### src/rtl/core/bwi_pkg.sv
// Shared types, codes and widths for the breakpoint waveform interpolator.
package bwi_pkg;

   localparam int LEVEL_W     = 14;
   localparam int POS_W       = 13;
   localparam int OP_W        = 2;
   localparam int CSR_IDX_W   = 2;
   localparam int QUO_W       = 16;
   localparam int DEF_SAMPLES = 8192;

   localparam logic [OP_W-1:0] OP_CLEAR  = 2'd0;
   localparam logic [OP_W-1:0] OP_SET    = 2'd1;
   localparam logic [OP_W-1:0] OP_REMOVE = 2'd2;
   localparam logic [OP_W-1:0] OP_READ   = 2'd3;

   localparam logic [CSR_IDX_W-1:0] CSR_MAX_LEVEL = 2'd0;
   localparam logic [CSR_IDX_W-1:0] CSR_MID_LEVEL = 2'd1;

   localparam logic [LEVEL_W-1:0] MAX_LEVEL_RST = 14'h3FFF;
   localparam logic [LEVEL_W-1:0] MID_LEVEL_RST = 14'h2000;

   localparam logic [1:0] RD_POS = 2'd0;
   localparam logic [1:0] RD_P1  = 2'd1;
   localparam logic [1:0] RD_P2  = 2'd2;

   typedef struct packed {
      logic       load;
      logic       clr_step;
      logic       wr_pos;
      logic       unmark;
      logic       scan_left_start;
      logic       scan_right_start;
      logic       p1_from_pos;
      logic       p2_from_pos;
      logic       scan_step;
      logic [1:0] rd_sel;
      logic       cap_d1;
      logic       cap_d2;
      logic       div_start;
      logic       fill_init;
      logic       fill_step;
      logic       rsp_load;
      logic       rsp_status;
      logic       rsp_use_rd;
   } cmd_type;

   typedef struct packed {
      logic [OP_W-1:0] op;
      logic            pos_oob;
      logic            pos_first;
      logic            pos_last;
      logic            bp_hit;
      logic            scan_found;
      logic            seg_short;
      logic            div_done;
      logic            fill_last;
      logic            clr_last;
   } stat_type;

endpackage

### src/rtl/core/bwi_ctrl.sv
// Controller state machine sequencing clear, set, remove and read.
module bwi_ctrl (
   input  logic              clock,
   input  logic              reset,
   input  logic              req_valid,
   output logic              req_ready,
   output logic              rsp_valid,
   input  logic              rsp_ready,
   input  bwi_pkg::stat_type stat,
   output bwi_pkg::cmd_type  cmd
);
   import bwi_pkg::*;

   localparam logic [3:0] ST_CLR    = 4'd0;
   localparam logic [3:0] ST_IDLE   = 4'd1;
   localparam logic [3:0] ST_CHK    = 4'd2;
   localparam logic [3:0] ST_RMCHK  = 4'd3;
   localparam logic [3:0] ST_SETW   = 4'd4;
   localparam logic [3:0] ST_SCAN   = 4'd5;
   localparam logic [3:0] ST_SEGCHK = 4'd6;
   localparam logic [3:0] ST_RD1    = 4'd7;
   localparam logic [3:0] ST_RD2    = 4'd8;
   localparam logic [3:0] ST_RD3    = 4'd9;
   localparam logic [3:0] ST_DIVS   = 4'd10;
   localparam logic [3:0] ST_DIVW   = 4'd11;
   localparam logic [3:0] ST_FILL   = 4'd12;
   localparam logic [3:0] ST_DONE   = 4'd13;

   localparam logic [1:0] PH_SETL = 2'd0;
   localparam logic [1:0] PH_SETR = 2'd1;
   localparam logic [1:0] PH_RML  = 2'd2;
   localparam logic [1:0] PH_RMR  = 2'd3;

   logic [3:0] state_ff, state_in;
   logic [1:0] phase_ff, phase_in;
   logic       from_op_ff, from_op_in;
   logic       status_ff, status_in;
   logic       rsp_valid_ff, rsp_valid_in;
   logic       seg_done;

   always_comb begin
      cmd          = '0;
      cmd.rd_sel   = RD_POS;
      state_in     = state_ff;
      phase_in     = phase_ff;
      from_op_in   = from_op_ff;
      status_in    = status_ff;
      seg_done     = 1'b0;
      unique case (state_ff)
         ST_CLR: begin
            cmd.clr_step = 1'b1;
            if (stat.clr_last) begin
               state_in = from_op_ff ? ST_DONE : ST_IDLE;
            end
         end
         ST_IDLE: begin
            if (req_valid) begin
               cmd.load  = 1'b1;
               status_in = 1'b0;
               state_in  = ST_CHK;
            end
         end
         ST_CHK: begin
            priority if (stat.op == OP_CLEAR) begin
               from_op_in = 1'b1;
               state_in   = ST_CLR;
            end else if (stat.pos_oob) begin
               status_in = 1'b1;
               state_in  = ST_DONE;
            end else if (stat.op == OP_SET) begin
               state_in = ST_SETW;
            end else if (stat.op == OP_REMOVE) begin
               if (stat.pos_first || stat.pos_last) begin
                  status_in = 1'b1;
                  state_in  = ST_DONE;
               end else begin
                  state_in = ST_RMCHK;
               end
            end else begin
               state_in = ST_DONE;
            end
         end
         ST_RMCHK: begin
            if (stat.bp_hit) begin
               cmd.unmark          = 1'b1;
               cmd.scan_left_start = 1'b1;
               phase_in            = PH_RML;
               state_in            = ST_SCAN;
            end else begin
               status_in = 1'b1;
               state_in  = ST_DONE;
            end
         end
         ST_SETW: begin
            cmd.wr_pos = 1'b1;
            if (!stat.pos_first) begin
               cmd.scan_left_start = 1'b1;
               cmd.p2_from_pos     = 1'b1;
               phase_in            = PH_SETL;
               state_in            = ST_SCAN;
            end else begin
               cmd.scan_right_start = 1'b1;
               cmd.p1_from_pos      = 1'b1;
               phase_in             = PH_SETR;
               state_in             = ST_SCAN;
            end
         end
         ST_SCAN: begin
            cmd.scan_step = 1'b1;
            if (stat.scan_found) begin
               if (phase_ff == PH_RML) begin
                  cmd.scan_right_start = 1'b1;
                  phase_in             = PH_RMR;
               end else begin
                  state_in = ST_SEGCHK;
               end
            end
         end
         ST_SEGCHK: begin
            cmd.rd_sel = RD_P1;
            if (stat.seg_short) begin
               seg_done = 1'b1;
            end else begin
               state_in = ST_RD1;
            end
         end
         ST_RD1: begin
            cmd.rd_sel = RD_P1;
            state_in   = ST_RD2;
         end
         ST_RD2: begin
            cmd.rd_sel = RD_P2;
            cmd.cap_d1 = 1'b1;
            state_in   = ST_RD3;
         end
         ST_RD3: begin
            cmd.cap_d2 = 1'b1;
            state_in   = ST_DIVS;
         end
         ST_DIVS: begin
            cmd.div_start = 1'b1;
            state_in      = ST_DIVW;
         end
         ST_DIVW: begin
            if (stat.div_done) begin
               cmd.fill_init = 1'b1;
               state_in      = ST_FILL;
            end
         end
         ST_FILL: begin
            cmd.fill_step = 1'b1;
            if (stat.fill_last) begin
               seg_done = 1'b1;
            end
         end
         ST_DONE: begin
            if (!rsp_valid_ff || rsp_ready) begin
               cmd.rsp_load   = 1'b1;
               cmd.rsp_status = status_ff;
               cmd.rsp_use_rd = (stat.op == OP_READ) && !status_ff;
               from_op_in     = 1'b0;
               state_in       = ST_IDLE;
            end
         end
         default: begin
            state_in = ST_IDLE;
         end
      endcase
      // after a segment: set still has its right segment unless at the far end
      if (seg_done) begin
         if ((phase_ff == PH_SETL) && !stat.pos_last) begin
            cmd.scan_right_start = 1'b1;
            cmd.p1_from_pos      = 1'b1;
            phase_in             = PH_SETR;
            state_in             = ST_SCAN;
         end else begin
            state_in = ST_DONE;
         end
      end
      rsp_valid_in = cmd.rsp_load || (rsp_valid_ff && !rsp_ready);
   end

   always_ff @(posedge clock) begin
      if (reset) begin
         state_ff     <= ST_CLR;
         phase_ff     <= PH_SETL;
         from_op_ff   <= 1'b0;
         status_ff    <= 1'b0;
         rsp_valid_ff <= 1'b0;
      end else begin
         state_ff     <= state_in;
         phase_ff     <= phase_in;
         from_op_ff   <= from_op_in;
         status_ff    <= status_in;
         rsp_valid_ff <= rsp_valid_in;
      end
   end

   assign req_ready = state_ff == ST_IDLE;
   assign rsp_valid = rsp_valid_ff;

   a_one_load: assert property (@(posedge clock) disable iff (reset)
      cmd.load |=> !req_ready)
      else $error("second transfer taken before the first finished");

   a_rsp_hold: assert property (@(posedge clock) disable iff (reset)
      cmd.rsp_load |-> (!rsp_valid_ff || rsp_ready))
      else $error("result register overwritten before its transfer");

   a_scan_exclusive: assert property (@(posedge clock) disable iff (reset)
      !(cmd.fill_step && (cmd.scan_step || cmd.clr_step || cmd.wr_pos)))
      else $error("conflicting memory commands");

endmodule

### config.mk
export PLATFORM = sky130hd
export DESIGN_NAME = bwi_ctrl
export DESIGN_NICKNAME = d
export VERILOG_FILES = /design/src/rtl/core/bwi_pkg.sv /design/src/rtl/core/bwi_ctrl.sv
export SDC_FILE = /design/constraint.sdc
export NUM_CORES = 1
export LEC_CHECK = 0
export BUFFER_PORTS_ARGS = -buffer_cell sky130_fd_sc_hd__buf_2
export CAP_MARGIN = 20
export CORE_UTILIZATION = 38
export CTS_BUF_LIST = sky130_fd_sc_hd__clkbuf_16
export CTS_CLUSTER_SIZE = 16
export DETAILED_ROUTE_END_ITERATION = 16
export PLACE_DENSITY = 0.77
export SLEW_MARGIN = 20
export SYNTH_ARGS = -nofsm -noshare
export SYNTH_HDL_FRONTEND = slang
export SYNTH_SLANG_ARGS = --single-unit
### constraint.sdc
create_clock -name clock -period 2.1 [get_ports clock]
set_input_delay 0.42 -clock clock [delete_from_list [all_inputs] [get_ports clock]]
set_output_delay 0.42 -clock clock [all_outputs]
set_load 0.02 [all_outputs]
==> results of run 1 <==
-- placed cells by master (no fill, tap or decap), drive strengths merged, types with 2 or more instances in the layout --
cell and n:
clkbuf 3, a211oi 3, nand2 10, nand2b 2, buf 43, nand3 5, and2 3, nor4 2
dfxtp 9, nor2 13, a22oi 2, nor2b 2, o21ai 8, or3 2, nor3 10, nand3b 2
a21oi 11, inv 10, a31oi 3
-- power by group through the flow --
| stage | clock [mW] | sequential (mW) | combinational (mW) |
|---|---|---|---|
| after floorplan | 0 | 0.241 | 0.684 |
| after global placement | 0 | 0.263 | 0.876 |
| after detailed placement | 0 | 0.266 | 0.883 |
| after CTS | 0.340 | 0.263 | 0.890 |
| after global routing | 0.359 | 0.276 | 1.02 |
| final | 0.333 | 0.268 | 0.930 |
-- critical path, cell delays in order (launching register included) --
cell and delay (ns):
dfxtp_1 0.31, nand2b_1 0.17, buf_4 0.18, nor3_4 0.22, nand3_1 0.12, o21ai_0 0.19
buf_2 0.21
-- layout make-up --
| type | count | area (µm²) | area share [%] |
|---|---|---|---|
| well taps | 27 | 33.8 | 2.84 |
| repair buffers | 43 | 235 | 19.8 |
| clock buffers | 3 | 75.1 | 6.31 |
| multi-input cells | 95 | 627 | 52.7 |
| clock inverters | 1 | 3.75 | 0.315 |
| flip-flops and latches | 9 | 181 | 15.2 |
| inverters | 9 | 33.8 | 2.84 |
-- worst min path at each step --
stage,cells past startpoint,to,slack [ns]
after CTS,2,state_ff[1]$_SDFFE_PP0P_,0.49
final,3,state_ff[1]$_SDFFE_PP0P_,0.50
after detailed placement,2,phase_ff[1]$_SDFF_PP0_,0.50
after global routing,2,rsp_valid$_SDFF_PP0_,0.50
after global placement,2,phase_ff[1]$_SDFF_PP0_,0.49
after floorplan,2,phase_ff[1]$_SDFF_PP0_,0.46
-- logic make-up after synthesis --
family,share of synthesized area (%)
AND/OR/NAND/NOR,41.8
AO/OA/AOI/OAI,27.5
buffers and inverters,9.56
flip-flops,21.2
-- stage by stage --
step | area [µm²] | hold slack [ns] | util (%) | cells
after floorplan | 862 | 0.463 | - | 122
after global placement | 1080 | 0.489 | 52.7 | 182
after detailed placement | 1080 | 0.499 | 52.7 | 182
after CTS | 1160 | 0.490 | 56.9 | 186
after global routing | 1190 | 0.501 | 58.3 | 187
final | 1190 | 0.496 | 58.3 | 187
-- per-layer routing --
layer / part of all wire (%) / global-route usage, % / up-vias
met5: 0 / 0 / -
met4: 1.5 / 8.33 / 0
met2: 46 / 33.1 / 60
met3: 10 / 9.97 / 6
met1: 42 / 26.5 / 480
li1: - / - / 526
-- sequential cells by signal (all words and copies together) (netlist names) --
register    count
from_op_ff      1
phase_ff        2
rsp_valid       1
state_ff        4
status_ff       1
-- timing repair --
item / CTS / global route
pin swaps: 0 / 1
hold buffers: 0 / 0
resized for setup: 1 / 5
setup endpoints to repair: 1 / 4
setup buffers: 0 / 1
==> impl_metrics.yaml, run 1 <==
outcome:
  status: "finished, final reports clean"
sta:
  tns_ns: 0
  slew_headroom_pct: 69.7
  final.period_utilization_pct: 97.3
  worst_pin_slew_ns: 0.452
  period_minus_slack_ns: 2.04
  setup_viol: 0
  max_freq_ghz: 0.489
  worst_slack_ns: 0.0565
  slew_violations: 0
  fin_worst_skew_ns: 0.00235
  hold_viol_final: 0
setup_path:
  path_max_fanout: 5
  critical_path_class: "reg -> out"
  cp-endpoint: "cmd[13]"
  rrSetupSlack_ns: 0.31
  start_kind: "flop"
  critPathLaunch: "state_ff[1]$_SDFFE_PP0P_"
  r2r_cells: 6
  reg2reg_from: "state_ff[2]$_SDFFE_PP0P_"
  reg2reg_to: "state_ff[0]$_SDFFE_PP0P_"
  required_ns: 1.68
  worst_setup_path_end_kind: "output pin"
  worstPathArrival_ns: 1.62
final_layout:
  antenna_cells: 0
  fin_nets: 176
  fill_cells: 203
  syn2layout_area_growth_pct: 39.9
  drive_above_1_share_pct: 36.3
logic_synthesis:
  ys_seq_elements: 9
  async_reset_ff_share_pct: 0
  synth_most_common_cell: "nor2_1"
  synth_area_um2: 851
  ys.flop_type: "dfxtp_1"
  yosysTopAreaCell: "dfxtp_1"
  synth_seq_area_share_pct: 21.2
  synth_cells: 122
  synth_cell_type_count: 40
  synth_top_area_share_pct: 21.2
  yosys-top-cells-area: "dfxtp_1, a21oi_1, nor2_1"
  synth_common_cells: "nor2_1, a21oi_1, nand2_1"
  synth_edf_count: 0
  avgSynthCellArea_um2: 6.97
  synthesis.nets: 137
  yosys_warnings: 0
pwr:
  p_total_mw: 1.53
  power.share.clock_pct: 21.7
  power_density_nw_per_um2: 1290
  p_leak_nw: 0.529
  p_switching_uw: 692
  swShare_pct: 45.2
  peakVddDrop_mv: 0.928
  pwr-share-comb_pct: 60.7
  p_seq_share_pct: 17.5
  intPower_uw: 840
routing:
  wl_um: 2470
  via_per_inst: 5.73
  via_count: 1072
  final_antenna_net_count: 0
  drcViolationCount: 0
  drt_pass1_iterations: 4
  wire_per_inst_um: 13.2
  drt_iter0_markers: 47
flow_run:
  cap_violations: 0
global_route:
  grt_pass1_vias: 906
  grt_max_degree: 22
  antenna_found_initial: 0
  overflow: 0
  grt_pass1_wl_um: 4040
  grt_usage_pct: 21.8
floorplanning:
  dieHeight_um: 49.3
  fp.dieW_um: 49.3
  num_rows: 16
  io_pins: 36
  start_util_pct: 41.7
  core_area_um2: 2040
  die_area_um2: 2430
clock_network:
  cts_buffers: 3
  root_buffer: "clkbuf_16"
  clock-sinks: 9
  tritoncts: "built"
  insertion_delay_ns: 0.23
  cts_htree_levels: 1
  clk_pin_slew_worst_paths_ns: 0.04
  clockBufferDepth: 2
hold_path:
  hold_class: "in -> reg"
  holdCritStartpoint: "stat[2]"
placed_design:
  dp_slack_ns: 0.267
  place_congestion: 0.953
  hpwl_um: 1870
  io_buffers: 35
(Power assumes the default switching activity.)
==> run 2: changes to the inputs <==
- GPL_TIMING_DRIVEN: unset -> 1
- SLEW_MARGIN: 20 -> unset
- clock period: 2.1 -> 1.9 ns (I/O delays scaled with it)
==> impl_metrics.yaml, run 2 (synthesis results as in run 1) <==
floorplanning:
  num_rows: 16
  io_pins: 36
  core_area_um2: 2040
  dieHeight_um: 49.3
  fp.dieW_um: 49.3
  start_util_pct: 41.7
  die_area_um2: 2430
placed_design:
  io_buffers: 35
  placed_cell_area_um2: 1120
  hpwl_um: 2030
  place_congestion: 0.975
clock_network:
  hold_buffers: 0
  insertion_delay_ns: 0.24
  clockBufferDepth: 2
  clk_pin_slew_worst_paths_ns: 0.04
  cts_buffers: 3
  root_buffer: "clkbuf_16"
  tritoncts: "built"
  clock-sinks: 9
  cts_htree_levels: 1
sta:
  hold_viol_final: 0
  whs_ns: 0.444
  worst_pin_slew_ns: 0.510
  period_minus_slack_ns: 1.91
  grt_setup_unrepaired: "true"
  slew_headroom_pct: 65.8
  slew_violations: 0
  worst_slack_ns: -0.0141
  max_freq_ghz: 0.522
  final.period_utilization_pct: 101
  setup_viol: 3
  fin_worst_skew_ns: 0.00261
routing:
  via_count: 1197
  final_antenna_net_count: 0
  drcViolationCount: 0
  drt_iter0_markers: 67
  via_per_inst: 6.02
  wl_um: 3200
  drt_pass1_iterations: 4
  wire_per_inst_um: 16.1
pwr:
  intPower_mw: 1.07
  p_leak_nw: 0.595
  power_density_nw_per_um2: 1430
  p_switching_uw: 885
  power.share.clock_pct: 19.6
  peakVddDrop_mv: 0.824
  p_seq_share_pct: 17.6
  pwr-share-comb_pct: 62.8
  swShare_pct: 45.3
setup_path:
  required_ns: 1.52
  cp-endpoint: "cmd[12]"
  r2r_cells: 5
  critPathLaunch: "state_ff[1]$_SDFFE_PP0P_"
  start_kind: "flop"
  worstPathArrival_ns: 1.53
  worst_setup_path_end_kind: "output pin"
  path_max_fanout: 7
  rrSetupSlack_ns: 0.12
  critical_path_class: "reg -> out"
  reg2reg_to: "state_ff[2]$_SDFFE_PP0P_"
  reg2reg_from: "state_ff[0]$_SDFFE_PP0P_"
global_route:
  grt_pass1_wl_um: 4430
  overflow: 0
  grt_max_degree: 15
  grt_pass1_vias: 1004
  antenna_found_initial: 0
  grt_usage_pct: 23.6
final_layout:
  drive_above_1_share_pct: 48.3
  fin_nets: 188
  antenna_cells: 0
  final_common_cell: "buf_2"
  stdcell_area_um2: 1360
  syn2layout_area_growth_pct: 60.3
  layout_common_cells: "buf_2, buf_4, nor2_1"
  top_register: "state_ff"
  largest_register_ff_count: 4
  reg_top3: "state_ff x4, phase_ff x2"
flow_run:
  cap_violations: 0
hold_path:
  hold_class: "in -> reg"
outcome:
  status: "finished, violations left"
  violations: "setup timing"
run 2: cell types whose count changed in the layout (fill, tap and decap cells not counted), moves of 4 or more:
cell,change
buf_4,+12
buf_2,-6
buf_6,+6
inv_1,-4
inv_2,+4
run 2: metal layers:
metal,vias up,share of wire [%],track usage (%)
met5,-,0,0
met4,0,3.7,7.84
met3,16,9.7,5.92
met2,79,48,38.4
met1,555,38,30.1
li1,547,-,-
run 2: how the worst min path moves through the flow:
stage	start	end	slack, ns	cells after the start
after CTS	stat[2]	state_ff[1]$_SDFFE_PP0P_	0.43	3
after global placement	phase_ff[1]$_SDFF_PP0_	phase_ff[1]$_SDFF_PP0_	0.48	2
final	stat[2]	state_ff[1]$_SDFFE_PP0P_	0.44	3
after detailed placement	phase_ff[1]$_SDFF_PP0_	phase_ff[1]$_SDFF_PP0_	0.48	2
after floorplan	phase_ff[1]$_SDFF_PP0_	phase_ff[1]$_SDFF_PP0_	0.46	2
after global routing	stat[2]	state_ff[1]$_SDFFE_PP0P_	0.45	3
run 2: worst max-delay path: stages (launching register included):
cell and delay (ns):
dfxtp_4 0.36, nand2b_4 0.15, or3_4 0.37, inv_2 0.08, a22oi_2 0.11, inv_1 0.10
buf_6 0.12
run 2: area by class of cell:
cell class                      instances  area, µm²
Tap cell                               27       33.8
Timing Repair Buffer                   55        363
Sequential cell                         9        193
Clock inverter                          1       3.75
Inverter                                9       33.8
Fill cell                             180        678
Clock buffer                            3       75.1
Multi-Input combinational cell         95        662
run 2: power groups by stage:
stage	logic, mW	clock network (mW)	registers (mW)
global route	1.30	0.398	0.351
detailed placement	1.02	0	0.308
global placement	0.999	0	0.307
floorplan	0.758	0	0.267
finish	1.23	0.384	0.343
CTS	1.09	0.384	0.329
run 2: what timing repair did:
item                       CTS  global route
setup endpoints to repair    6             8
pin swaps                    2             7
gates resized for setup     18            17
buffers inserted             1             7
run 2: per-stage QoR:
step	setup WS, ns	util (%)	total power, mW	std cells	setup TNS (ns)
after floorplan	-0.0753	-	1.03	122	-0.0791
after global placement	0.138	54.7	1.31	187	0
after detailed placement	0.106	54.7	1.33	187	0
after CTS	-0.0148	61.8	1.80	192	-0.0223
after global routing	-0.0475	66.8	2.05	199	-0.172
final	-0.0141	66.8	1.95	199	-0.0309
==> run 3: changes to the inputs <==
- ABC_AREA: unset -> 1
- PLACE_DENSITY: 0.77 -> 0.76
==> impl_metrics.yaml, run 3 <==
clock_network:
  clock-sinks: 9
  cts_buffers: 3
  hold_buffers: 0
  clockBufferDepth: 2
  clk_pin_slew_worst_paths_ns: 0.04
  cts_htree_levels: 1
  tritoncts: "built"
  insertion_delay_ns: 0.24
  root_buffer: "clkbuf_16"
routing:
  drt_iter0_markers: 38
  drcViolationCount: 0
  via_count: 1093
  drt_pass1_iterations: 4
  via_per_inst: 4.81
  final_antenna_net_count: 0
  wl_um: 2570
  wire_per_inst_um: 11.3
setup_path:
  worstPathArrival_ns: 1.47
  rrSetupSlack_ns: 0.40
  critical_path_class: "reg -> out"
  required_ns: 1.52
  path_max_fanout: 4
  worst_setup_path_end_kind: "output pin"
  start_kind: "flop"
placed_design:
  hpwl_um: 1890
  dp.cells: 217
  place_congestion: 0.874
  io_buffers: 35
  placed_cell_area_um2: 1130
logic_synthesis:
  synth_edf_count: 0
  avgSynthCellArea_um2: 5.92
  ys_seq_elements: 9
  synth_common_cells: "nand2_1, nor2_1, inv_1, nand3_1"
  synth_area_um2: 893
  yosys_warnings: 0
  yosysTopAreaCell: "dfxtp_1"
  synth_cell_type_count: 21
  synth_cells: 151
  yosys-top-cells-area: "dfxtp_1, nand2_1, nor2_1"
  synth_top_area_share_pct: 20.2
  synth_seq_area_share_pct: 20.2
  ys.flop_type: "dfxtp_1"
  synthesis.nets: 166
  synth_most_common_cell: "nand2_1"
  async_reset_ff_share_pct: 0
final_layout:
  largest_register_ff_count: 4
  fin_nets: 215
  stdcell_area_um2: 1300
  final_common_cell: "buf_2"
  drive_above_1_share_pct: 45.7
  reg_top3: "state_ff x4, phase_ff x2"
  fill_cells: 228
  antenna_cells: 0
  top_register: "state_ff"
  layout_common_cells: "buf_2, nand2_1, nor2_1"
  syn2layout_area_growth_pct: 45.8
  stdcell_count: 227
pwr:
  p_switching_uw: 877
  p_leak_nw: 0.704
  power_density_nw_per_um2: 1390
  swShare_pct: 48.5
  pwr-share-comb_pct: 60.9
  peakVddDrop_mv: 0.823
  power.share.clock_pct: 20.8
  intPower_uw: 931
  p_seq_share_pct: 18.3
outcome:
  status: "finished, final reports clean"
floorplanning:
  num_rows: 17
  core_area_um2: 2210
  dieHeight_um: 50.5
  io_pins: 36
  start_util_pct: 40.4
  die_area_um2: 2550
  fp.dieW_um: 50.5
sta:
  slew_violations: 0
  setup_viol: 0
  max_freq_ghz: 0.540
  period_minus_slack_ns: 1.85
  slew_headroom_pct: 77.7
  final.period_utilization_pct: 97.5
  worst_pin_slew_ns: 0.332
  fin_worst_skew_ns: 0.00168
  hold_viol_final: 0
global_route:
  antenna_found_initial: 0
  grt_max_degree: 9
  grt_pass1_wl_um: 3910
  grt_pass1_vias: 911
  grt_usage_pct: 20.7
  overflow: 0
hold_path:
  hold_class: "in -> reg"
flow_run:
  cap_violations: 0
-- run 3: changes by cell type after synthesis, moves of 4 or more --
cell	delta
buf_2	-5
inv_1	+13
inv_2	+4
nand2_1	+19
nand2_2	+9
nand2_4	+4
nand3_1	+8
nor2_1	+11
nor2_2	+6
nor2_4	+4
nor3_1	-7
-- run 3: stage by stage --
| step | worst slack [ns] | hold slack (ns) | util [%] | power (mW) | setup TNS, ns |
|---|---|---|---|---|---|
| after floorplan | 0.0317 | 0.442 | - | 1.04 | 0 |
| after global placement | 0.187 | 0.473 | 50.9 | 1.28 | 0 |
| after detailed placement | 0.164 | 0.487 | 50.9 | 1.28 | 0 |
| after CTS | 0.00685 | 0.391 | 56.1 | 1.72 | 0 |
| after global routing | -0.00967 | 0.394 | 58.9 | 1.91 | -0.00967 |
| final | 0.0473 | 0.397 | 58.9 | 1.81 | 0 |
-- run 3: cell families after synthesis --
group	synth area share (%)
AOI/OAI and AO/OA	10.5
buffers and inverters	13.2
DFF	20.2
and+or+nand+nor	56.2
-- run 3: power by group through the flow --
stage / clock (mW) / sequential (mW) / combinational, mW
finish: 0.376 / 0.330 / 1.10
global route: 0.383 / 0.337 / 1.19
CTS: 0.377 / 0.317 / 1.03
detailed placement: 0 / 0.309 / 0.976
global placement: 0 / 0.305 / 0.979
floorplan: 0 / 0.286 / 0.752
-- run 3: path summary, 6_finish.rpt --
path | start | endpoint | depth (start not counted)
setup / recovery | state_ff[1]$_SDFFE_PP0P_ | cmd[13] | 9
hold / removal | reset | state_ff[3]$_SDFFE_PP0P_ | 2
hold reg to reg | status_ff$_SDFFE_PP0P_ | status_ff$_SDFFE_PP0P_ | 2
setup reg to reg | state_ff[0]$_SDFFE_PP0P_ | state_ff[1]$_SDFFE_PP0P_ | 11
-- run 3: layer usage --
metal | global-route usage (%) | vias up | wire length, µm
met4 | 6.94 | 0 | 27
met5 | 0 | - | 0
met2 | 35.6 | 42 | 1300
met1 | 26.4 | 477 | 1110
li1 | - | 570 | -
met3 | 2.73 | 4 | 130
-- run 3: timing repair --
action,in CTS,in global routing
setup buffers,2,4
endpoints found under the setup margin,2,5
pin swaps,0,2
gates resized for setup,7,13
-- run 3: final cells by class --
| cell class | instances | area, µm² | area share (%) |
|---|---|---|---|
| clock buffers | 3 | 75.1 | 5.76 |
| clock inverters | 1 | 3.75 | 0.288 |
| inverters | 28 | 115 | 8.84 |
| multi-input cells | 113 | 631 | 48.4 |
| flip-flops and latches | 9 | 190 | 14.6 |
| well taps | 28 | 35.0 | 2.69 |
| repair buffers | 45 | 253 | 19.4 |
-- run 3: worst max-delay path: stages, from the launching register on --
cell and delay [ns]:
dfxtp_2 0.36, inv_4 0.06, nor2_4 0.16, nand3_4 0.10
nand2_4 0.10, inv_6 0.03, nor2_2 0.09, nor2_2 0.06
o21ai_1 0.10, buf_4 0.17
